File: config.mk
export PLATFORM = sky130hd
export DESIGN_NAME = block_allocator_and_file_table
export DESIGN_NICKNAME = d
export VERILOG_FILES = /design/src/rtl/core/baft_pkg.sv /design/src/rtl/core/baft_ram.sv /design/src/rtl/core/block_allocator_and_file_table.sv
export SDC_FILE = /design/constraint.sdc
export NUM_CORES = 2
export LEC_CHECK = 0
export BUFFER_PORTS_ARGS = -buffer_cell sky130_fd_sc_hd__clkbuf_2
export CAP_MARGIN = 20
export CORE_MARGIN = 8
export CORE_UTILIZATION = 50
export CTS_CLUSTER_DIAMETER = 50
export DETAILED_ROUTE_END_ITERATION = 16
export GPL_ROUTABILITY_DRIVEN = 0
export GPL_TIMING_DRIVEN = 0
export MAX_ROUTING_LAYER = met4
export PLACE_DENSITY_LB_ADDON = 0.2
export SETUP_SLACK_MARGIN = 0.2
export SYNTH_ARGS = -nofsm -noshare
export SYNTH_HDL_FRONTEND = slang
export SYNTH_SLANG_ARGS = --single-unit
File: constraint.sdc
create_clock -name clk -period 10.2 [get_ports clk]
set_input_delay 0 -clock clk [delete_from_list [all_inputs] [get_ports clk]]
set_output_delay 0 -clock clk [all_outputs]
set_load 0.05 [all_outputs]
File: src/rtl/core/baft_pkg.sv
`timescale 1ns / 1ps
`default_nettype none
package baft_pkg;
    localparam int NUM_BLOCKS = 128;
    localparam int NUM_SLOTS = 16;
    localparam int MAX_FILE_BLOCKS = 8;
    localparam int BLK_W = $clog2(NUM_BLOCKS);
    localparam int SLOT_W = $clog2(NUM_SLOTS);
    localparam int PTR_IDX_W = $clog2(MAX_FILE_BLOCKS) > 0 ? $clog2(MAX_FILE_BLOCKS) : 1;
    localparam int PTR_ADDR_W = $clog2(NUM_SLOTS * MAX_FILE_BLOCKS);
    localparam int CNT_W = $clog2(NUM_BLOCKS + 1);

    localparam logic [1:0] CMD_CREATE = 2'd0;
    localparam logic [1:0] CMD_DELETE = 2'd1;
    localparam logic [1:0] CMD_LOOKUP = 2'd2;

    localparam logic [2:0] ST_OK = 3'd0;
    localparam logic [2:0] ST_NO_SPACE = 3'd1;
    localparam logic [2:0] ST_NO_SLOT = 3'd2;
    localparam logic [2:0] ST_NOT_FOUND = 3'd3;
    localparam logic [2:0] ST_BAD_INDEX = 3'd4;
    localparam logic [2:0] ST_BAD_SIZE = 3'd5;
endpackage
`default_nettype wire

File: src/rtl/core/baft_ram.sv
`timescale 1ns / 1ps
`default_nettype none
module baft_ram #(
    parameter int WIDTH = 8,
    parameter int DEPTH = 16
) (
    input  wire logic                     clk,
    input  wire logic                     we,
    input  wire logic [$clog2(DEPTH)-1:0] waddr,
    input  wire logic [WIDTH-1:0]         wdata,
    input  wire logic [$clog2(DEPTH)-1:0] raddr,
    output logic      [WIDTH-1:0]         rdata
);
    logic [WIDTH-1:0] mem [DEPTH];

    always_ff @(posedge clk)
    begin
        if (we)
        begin
            mem[waddr] <= wdata;
        end
        rdata <= mem[raddr];
    end
endmodule
`default_nettype wire

File: src/rtl/core/block_allocator_and_file_table.sv
`timescale 1ns / 1ps
`default_nettype none
// file table with a free block map: one command at a time through a small sequencer
// that walks the block map one entry a cycle and the slots one a cycle (delete holds
// the slot walk at a match while its blocks are freed). the free block count is kept
// as a running counter. create finds a free slot, then walks the map from block 1
// taking free blocks; delete visits every slot and frees each matching file's blocks
// by pointer; lookup scans to the first match and then reads the pointer. the pointer
// store is a one-port-write ram with registered read, which sets the per-step cost of
// delete and lookup. no clearing pass.
module block_allocator_and_file_table
    import baft_pkg::*;
(
    input  wire logic        clk,
    input  wire logic        rst_n,
    input  wire logic        in_valid,
    output logic             in_ready,
    input  wire logic [1:0]  command,
    input  wire logic [63:0] file_name,
    input  wire logic [3:0]  count_or_index,
    output logic             out_valid,
    input  wire logic        out_ready,
    output logic [2:0]       status,
    output logic [3:0]       slot,
    output logic [6:0]       block_address,
    output logic [4:0]       removed_files
);
    typedef enum logic [8:0] {
        S_IDLE  = 9'b000000001,
        S_SLOT  = 9'b000000010,
        S_ALLOC = 9'b000000100,
        S_DSCAN = 9'b000001000,
        S_DRD   = 9'b000010000,
        S_DFREE = 9'b000100000,
        S_LSCAN = 9'b001000000,
        S_LRD   = 9'b010000000,
        S_OUT   = 9'b100000000
    } state_t;

    state_t state_reg, state_next;
    logic [NUM_BLOCKS-1:0] in_use_reg, in_use_next;
    logic [NUM_SLOTS-1:0] used_reg, used_next;
    logic [63:0] names_reg [NUM_SLOTS];
    logic [3:0] sizes_reg [NUM_SLOTS];
    logic [CNT_W-1:0] free_reg, free_next;
    logic [63:0] name_reg, name_next;
    logic [3:0] arg_reg, arg_next;
    logic [SLOT_W-1:0] s_reg, s_next;
    logic [BLK_W-1:0] b_reg, b_next;
    logic [4:0] k_reg, k_next;
    logic [4:0] rem_reg, rem_next;
    logic [2:0] st_reg, st_next;
    logic [3:0] osl_reg, osl_next;
    logic [6:0] oad_reg, oad_next;
    logic wr_meta;

    logic ram_we;
    logic [PTR_ADDR_W-1:0] ram_waddr, ram_raddr;
    logic [BLK_W-1:0] ram_wdata, ram_rdata;

    baft_ram #(.WIDTH(BLK_W), .DEPTH(NUM_SLOTS * MAX_FILE_BLOCKS)) u_ptr (
        .clk(clk), .we(ram_we), .waddr(ram_waddr), .wdata(ram_wdata),
        .raddr(ram_raddr), .rdata(ram_rdata)
    );

    logic match;
    logic last_slot;
    assign match = used_reg[s_reg] && (names_reg[s_reg] == name_reg);
    assign last_slot = (s_reg == SLOT_W'(NUM_SLOTS - 1));

    assign in_ready = (state_reg == S_IDLE);
    assign out_valid = (state_reg == S_OUT);
    assign status = st_reg;
    assign slot = osl_reg;
    assign block_address = oad_reg;
    assign removed_files = rem_reg;

    always_comb
    begin
        state_next = state_reg;
        in_use_next = in_use_reg;
        used_next = used_reg;
        free_next = free_reg;
        name_next = name_reg;
        arg_next = arg_reg;
        s_next = s_reg;
        b_next = b_reg;
        k_next = k_reg;
        rem_next = rem_reg;
        st_next = st_reg;
        osl_next = osl_reg;
        oad_next = oad_reg;
        wr_meta = 1'b0;
        ram_we = 1'b0;
        ram_waddr = {s_reg, k_reg[PTR_IDX_W-1:0]};
        ram_wdata = b_reg;
        ram_raddr = {s_reg, k_reg[PTR_IDX_W-1:0]};
        unique case (state_reg)
            S_IDLE:
            begin
                if (in_valid)
                begin
                    name_next = file_name;
                    arg_next = count_or_index;
                    s_next = '0;
                    b_next = BLK_W'(1);
                    k_next = '0;
                    rem_next = '0;
                    st_next = ST_OK;
                    osl_next = '0;
                    oad_next = '0;
                    priority if (command == CMD_CREATE)
                    begin
                        if (count_or_index > 4'(MAX_FILE_BLOCKS))
                        begin
                            st_next = ST_BAD_SIZE;
                            state_next = S_OUT;
                        end
                        else if (free_reg < CNT_W'(count_or_index))
                        begin
                            st_next = ST_NO_SPACE;
                            state_next = S_OUT;
                        end
                        else
                        begin
                            state_next = S_SLOT;
                        end
                    end
                    else if (command == CMD_DELETE)
                    begin
                        state_next = S_DSCAN;
                    end
                    else if (command == CMD_LOOKUP)
                    begin
                        state_next = S_LSCAN;
                    end
                    else
                    begin
                        st_next = ST_BAD_INDEX;
                        state_next = S_OUT;
                    end
                end
            end
            S_SLOT:
            begin
                if (!used_reg[s_reg])
                begin
                    state_next = S_ALLOC;
                end
                else if (last_slot)
                begin
                    st_next = ST_NO_SLOT;
                    state_next = S_OUT;
                end
                else
                begin
                    s_next = s_reg + 1'b1;
                end
            end
            S_ALLOC:
            begin
                if (k_reg == 5'(arg_reg))
                begin
                    used_next[s_reg] = 1'b1;
                    wr_meta = 1'b1;
                    free_next = free_reg - CNT_W'(arg_reg);
                    osl_next = 4'(s_reg);
                    state_next = S_OUT;
                end
                else
                begin
                    if (!in_use_reg[b_reg])
                    begin
                        in_use_next[b_reg] = 1'b1;
                        ram_we = 1'b1;
                        k_next = k_reg + 1'b1;
                    end
                    b_next = b_reg + 1'b1;
                end
            end
            S_DSCAN:
            begin
                k_next = '0;
                if (match)
                begin
                    used_next[s_reg] = 1'b0;
                    rem_next = rem_reg + 1'b1;
                    state_next = S_DRD;
                end
                else if (last_slot)
                begin
                    st_next = (rem_reg == 5'd0) ? ST_NOT_FOUND : ST_OK;
                    state_next = S_OUT;
                end
                else
                begin
                    s_next = s_reg + 1'b1;
                end
            end
            S_DRD:
            begin
                if (k_reg >= 5'(sizes_reg[s_reg]) || k_reg >= 5'(MAX_FILE_BLOCKS))
                begin
                    if (last_slot)
                    begin
                        st_next = ST_OK;
                        state_next = S_OUT;
                    end
                    else
                    begin
                        s_next = s_reg + 1'b1;
                        state_next = S_DSCAN;
                    end
                end
                else
                begin
                    state_next = S_DFREE;
                end
            end
            S_DFREE:
            begin
                if (in_use_reg[ram_rdata])
                begin
                    free_next = free_reg + 1'b1;
                end
                in_use_next[ram_rdata] = 1'b0;
                k_next = k_reg + 1'b1;
                state_next = S_DRD;
            end
            S_LSCAN:
            begin
                ram_raddr = {s_reg, arg_reg[PTR_IDX_W-1:0]};
                if (match)
                begin
                    if (arg_reg >= sizes_reg[s_reg] || 5'(arg_reg) >= 5'(MAX_FILE_BLOCKS))
                    begin
                        st_next = ST_BAD_INDEX;
                        state_next = S_OUT;
                    end
                    else
                    begin
                        state_next = S_LRD;
                    end
                end
                else if (last_slot)
                begin
                    st_next = ST_NOT_FOUND;
                    state_next = S_OUT;
                end
                else
                begin
                    s_next = s_reg + 1'b1;
                end
            end
            S_LRD:
            begin
                osl_next = 4'(s_reg);
                oad_next = 7'(ram_rdata);
                state_next = S_OUT;
            end
            S_OUT:
            begin
                if (out_ready)
                begin
                    state_next = S_IDLE;
                end
            end
            default:
            begin
                state_next = S_IDLE;
            end
        endcase
    end

    always_ff @(posedge clk or negedge rst_n)
    begin
        if (!rst_n)
        begin
            state_reg <= S_IDLE;
            in_use_reg <= '0;
            used_reg <= '0;
            free_reg <= CNT_W'(NUM_BLOCKS - 1);
        end
        else
        begin
            state_reg <= state_next;
            in_use_reg <= in_use_next;
            used_reg <= used_next;
            free_reg <= free_next;
        end
    end

    always_ff @(posedge clk)
    begin
        name_reg <= name_next;
        arg_reg <= arg_next;
        s_reg <= s_next;
        b_reg <= b_next;
        k_reg <= k_next;
        rem_reg <= rem_next;
        st_reg <= st_next;
        osl_reg <= osl_next;
        oad_reg <= oad_next;
        if (wr_meta)
        begin
            names_reg[s_reg] <= name_reg;
            sizes_reg[s_reg] <= arg_reg;
        end
    end
endmodule
`default_nettype wire

==> flow_summary_export.csv <==
group,metric,value,unit
pwr,cellPowerDensity,280,nW/um^2
synth,yosys.area.top_type,"edfxtp_1",
setup_path,start_kind,"flip-flop",
final_layout,multi_input_area,24600,sq um
floorplan,die-area,200000,sq um
setup_path,path_class,"reg -> reg",
detailed_routing,dr.pass1.iters,9,
pwr,vdd_drop_max,0.203,mV
synth,synth_cells,6018,
synth,yosys-top-cells-area,"edfxtp_1 (68%), mux4_2 (5.8%), dfrtp_1 (4.1%)",
detailed_routing,via_count,60900,
detailed_routing,detail_route.wl_per_cell,32.4,um
final_layout,largest_reg_flops,1024,
global_route,grtUsageTotal,30.6,%
synth,yosys.cell_types.count,91,
final_layout,final_cell_mix,"edfxtp_1 (2,087), nand2_1 (950), clkbuf_1 (282)",
synth,ys_seq_area_share,72.1,%
global_route,grt_max_degree,84,
detailed_routing,drc,0,
timing,timing.fmax,129,MHz
place,place_area,100000,sq um
clocking,path_clk_slew,0.06,ns
timing,tightest_slew,1.28,ns
synth,synth_nets,6121,
timing,finalCriticalPeriod,7.72,ns
detailed_routing,drtIter0Drc,9469,
clocking,post_cts_buffers,0,
synth,ys_ff_latch,2259,
status,outcome,"completed",
floorplan,top_level_ports,95,
synth,synth_edf_count,2087,
final_layout,final_common_cell,"edfxtp_1",
clocking,cts_made_buffers,229,
synth,yosys.area.top_type_share,67.5,%
clocking,cts_tree,"yes",
final_layout,area_growth,17.6,%
detailed_routing,wirelength,304,mm
detailed_routing,routed_via_density,6.49,
clocking,cts_hold_buf,149,
final_layout,drive_above_1_share,16.7,%
pwr,p_leak,0.0372,uW
timing,setup_tns,0,ns
floorplan,num_rows,158,
timing,drv_slew,0,
place,io_buffers,94,
clocking,cts_root_buffer,"clkbuf_16",
final_layout,nFillCells,14000,
clocking,ctsHtreeMaxLevel,4,
final_layout,utilization,59.0,%
timing,slew_headroom,14.4,%
global_route,grt_pass1_vias,58200,
final_layout,design_area,109000,sq um
clocking,cts_sinks,2259,
setup_path,required,10.95,ns
setup_path,crit_arrival,8.48,ns
floorplan,die_w,447,um
setup_path,path_max_fanout,10,
final_layout,ff_latch_area,66900,sq um
synth,yosys_most_used_dff,"edfxtp_1",
global_route,overflow,0,
hold_path,hp-class,"in -> reg",
timing,post-route-period-util,75.7,%
synth,synth_warnings,0,
synth,postSynthAreaPerCell,15.4,sq um
clocking,post_cts_resized,0,
setup_path,end_kind,"flip-flop",
flow_run,cap_violations,0,
timing,finalHoldViolCount,0,
global_route,grt_pass1_wl,427,mm
timing,setup_violations,0,
timing,skew,0.0546,ns
synth,async_reset_ff_share,7.13,%
final_layout,final_nets,6798,
floorplan,start_util,50.2,%
floorplan,coreArea,185000,sq um
synth,synth.cell_area,92800,sq um
clocking,clk_path_buf_depth,3,
global_route,antenna_found_initial,5,
timing,rsz0062_at_grt,"false",
detailed_routing,drtAntennaViolNets,0,
place,hpwl,207,mm
clocking,insertion_delay,0.87,ns
floorplan,die_h,447,um
## critical path, stage by stage (launching register included)
cell and delay (ns):
dfxtp_1 0.51, buf_4 0.29, buf_6 0.21, buf_6 0.24, buf_6 0.29, buf_2 0.43
buf_2 0.48, clkbuf_1 0.86, buf_1 0.78, clkbuf_1 0.61, mux4_2 0.41, mux4_2 0.51
ha_1 0.28, nand2b_1 0.14, a21oi_1 0.14, nor2b_1 0.06, o21ai_0 0.14, nand2_1 0.12
nor2b_1 0.16, o21ai_0 0.21, a21oi_1 0.09, dlygate4sd3_1 0.56
## cells in the mapped netlist (all sizes together), types with 59 or more instances
cell    number
edfxtp    2087
nand2      951
mux2i      269
o21ai      264
mux4       240
clkbuf     239
nand3      213
dfrtp      153
buf        144
and3       139
nor2       118
nor3       113
a31oi      111
nor4        74
o22ai       72
a221oi      59
a22oi       59
## power breakdown
| group | total, uW | internal, uW | switching (uW) |
|---|---|---|---|
| Sequential | 11700 | 11100 | 543 |
| Combinational | 10600 | 3260 | 7380 |
| Clock | 8210 | 4530 | 3680 |
| Total | 30500 | 18900 | 11600 |
## cell type report
type | count | share of cell area [%]
Inverter | 39 | 0.134
Timing Repair Buffer | 446 | 4.77
Clock inverter | 141 | 1.11
Antenna cell | 7 | 0.0161
Sequential cell | 2259 | 61.4
Buffer | 383 | 1.62
Clock buffer | 288 | 5.61
Multi-Input combinational cell | 3337 | 22.5
Tap cell | 2480 | 2.84
## metrics by stage
stage | total power [uW] | instances | hold WS, ns | worst slack, ns
2_1_floorplan | 17300 | 6018 | -0.296 | 4.35
3_3_place_gp | 21600 | 8592 | 0.176 | -0.624
3_5_place_dp | 22100 | 8781 | 0.104 | 2.62
4_1_cts | 30200 | 9359 | 0.0361 | 2.53
5_1_grt | 31200 | 9377 | 0.112 | 2.33
6_report | 30500 | 9380 | 0.117 | 2.48
## final timing paths
| path | start | to | slack, ns | cells past startpoint |
|---|---|---|---|---|
| min in group asynchronous | rst_n | in_use_reg[44]$_DFFE_PN0P_ | 0.26 | 4 |
| min reg2reg | free_reg[7]$_DFFE_PN0P_ | free_reg[7]$_DFFE_PN0P_ | 0.48 | 1 |
| max reg2reg | flip-flop | state_reg[3]$_DFFE_PN0P_ | 2.48 | 21 |
| min | command[0] | state_reg[1]$_DFFE_PN0P_ | 0.12 | 5 |
| max | flip-flop | state_reg[3]$_DFFE_PN0P_ | 2.48 | 21 |
| max in group asynchronous | rst_n | free_reg[1]$_DFFE_PN1P_ | 9.49 | 4 |
## routing by layer
metal  vias to the layer above  track usage, %  wire length [um]
met3                       981            6.80             34400
met5                         -               -                 0
li1                      24800               -                 -
met2                      4338            46.9            140000
met1                     30700            39.0            111000
met4                         0            14.7             18500
## cells by family after synthesis
family | share of synthesized area (%)
AOI/OAI and AO/OA | 6.22
buffers and inverters | 2.06
xor gates and xnor gates | 0.878
and+or+nand+nor | 8.90
DFF | 72.1
adders and majority gates | 0.399
muxes | 9.41
Note: power is estimated with default switching activity, not from simulation.
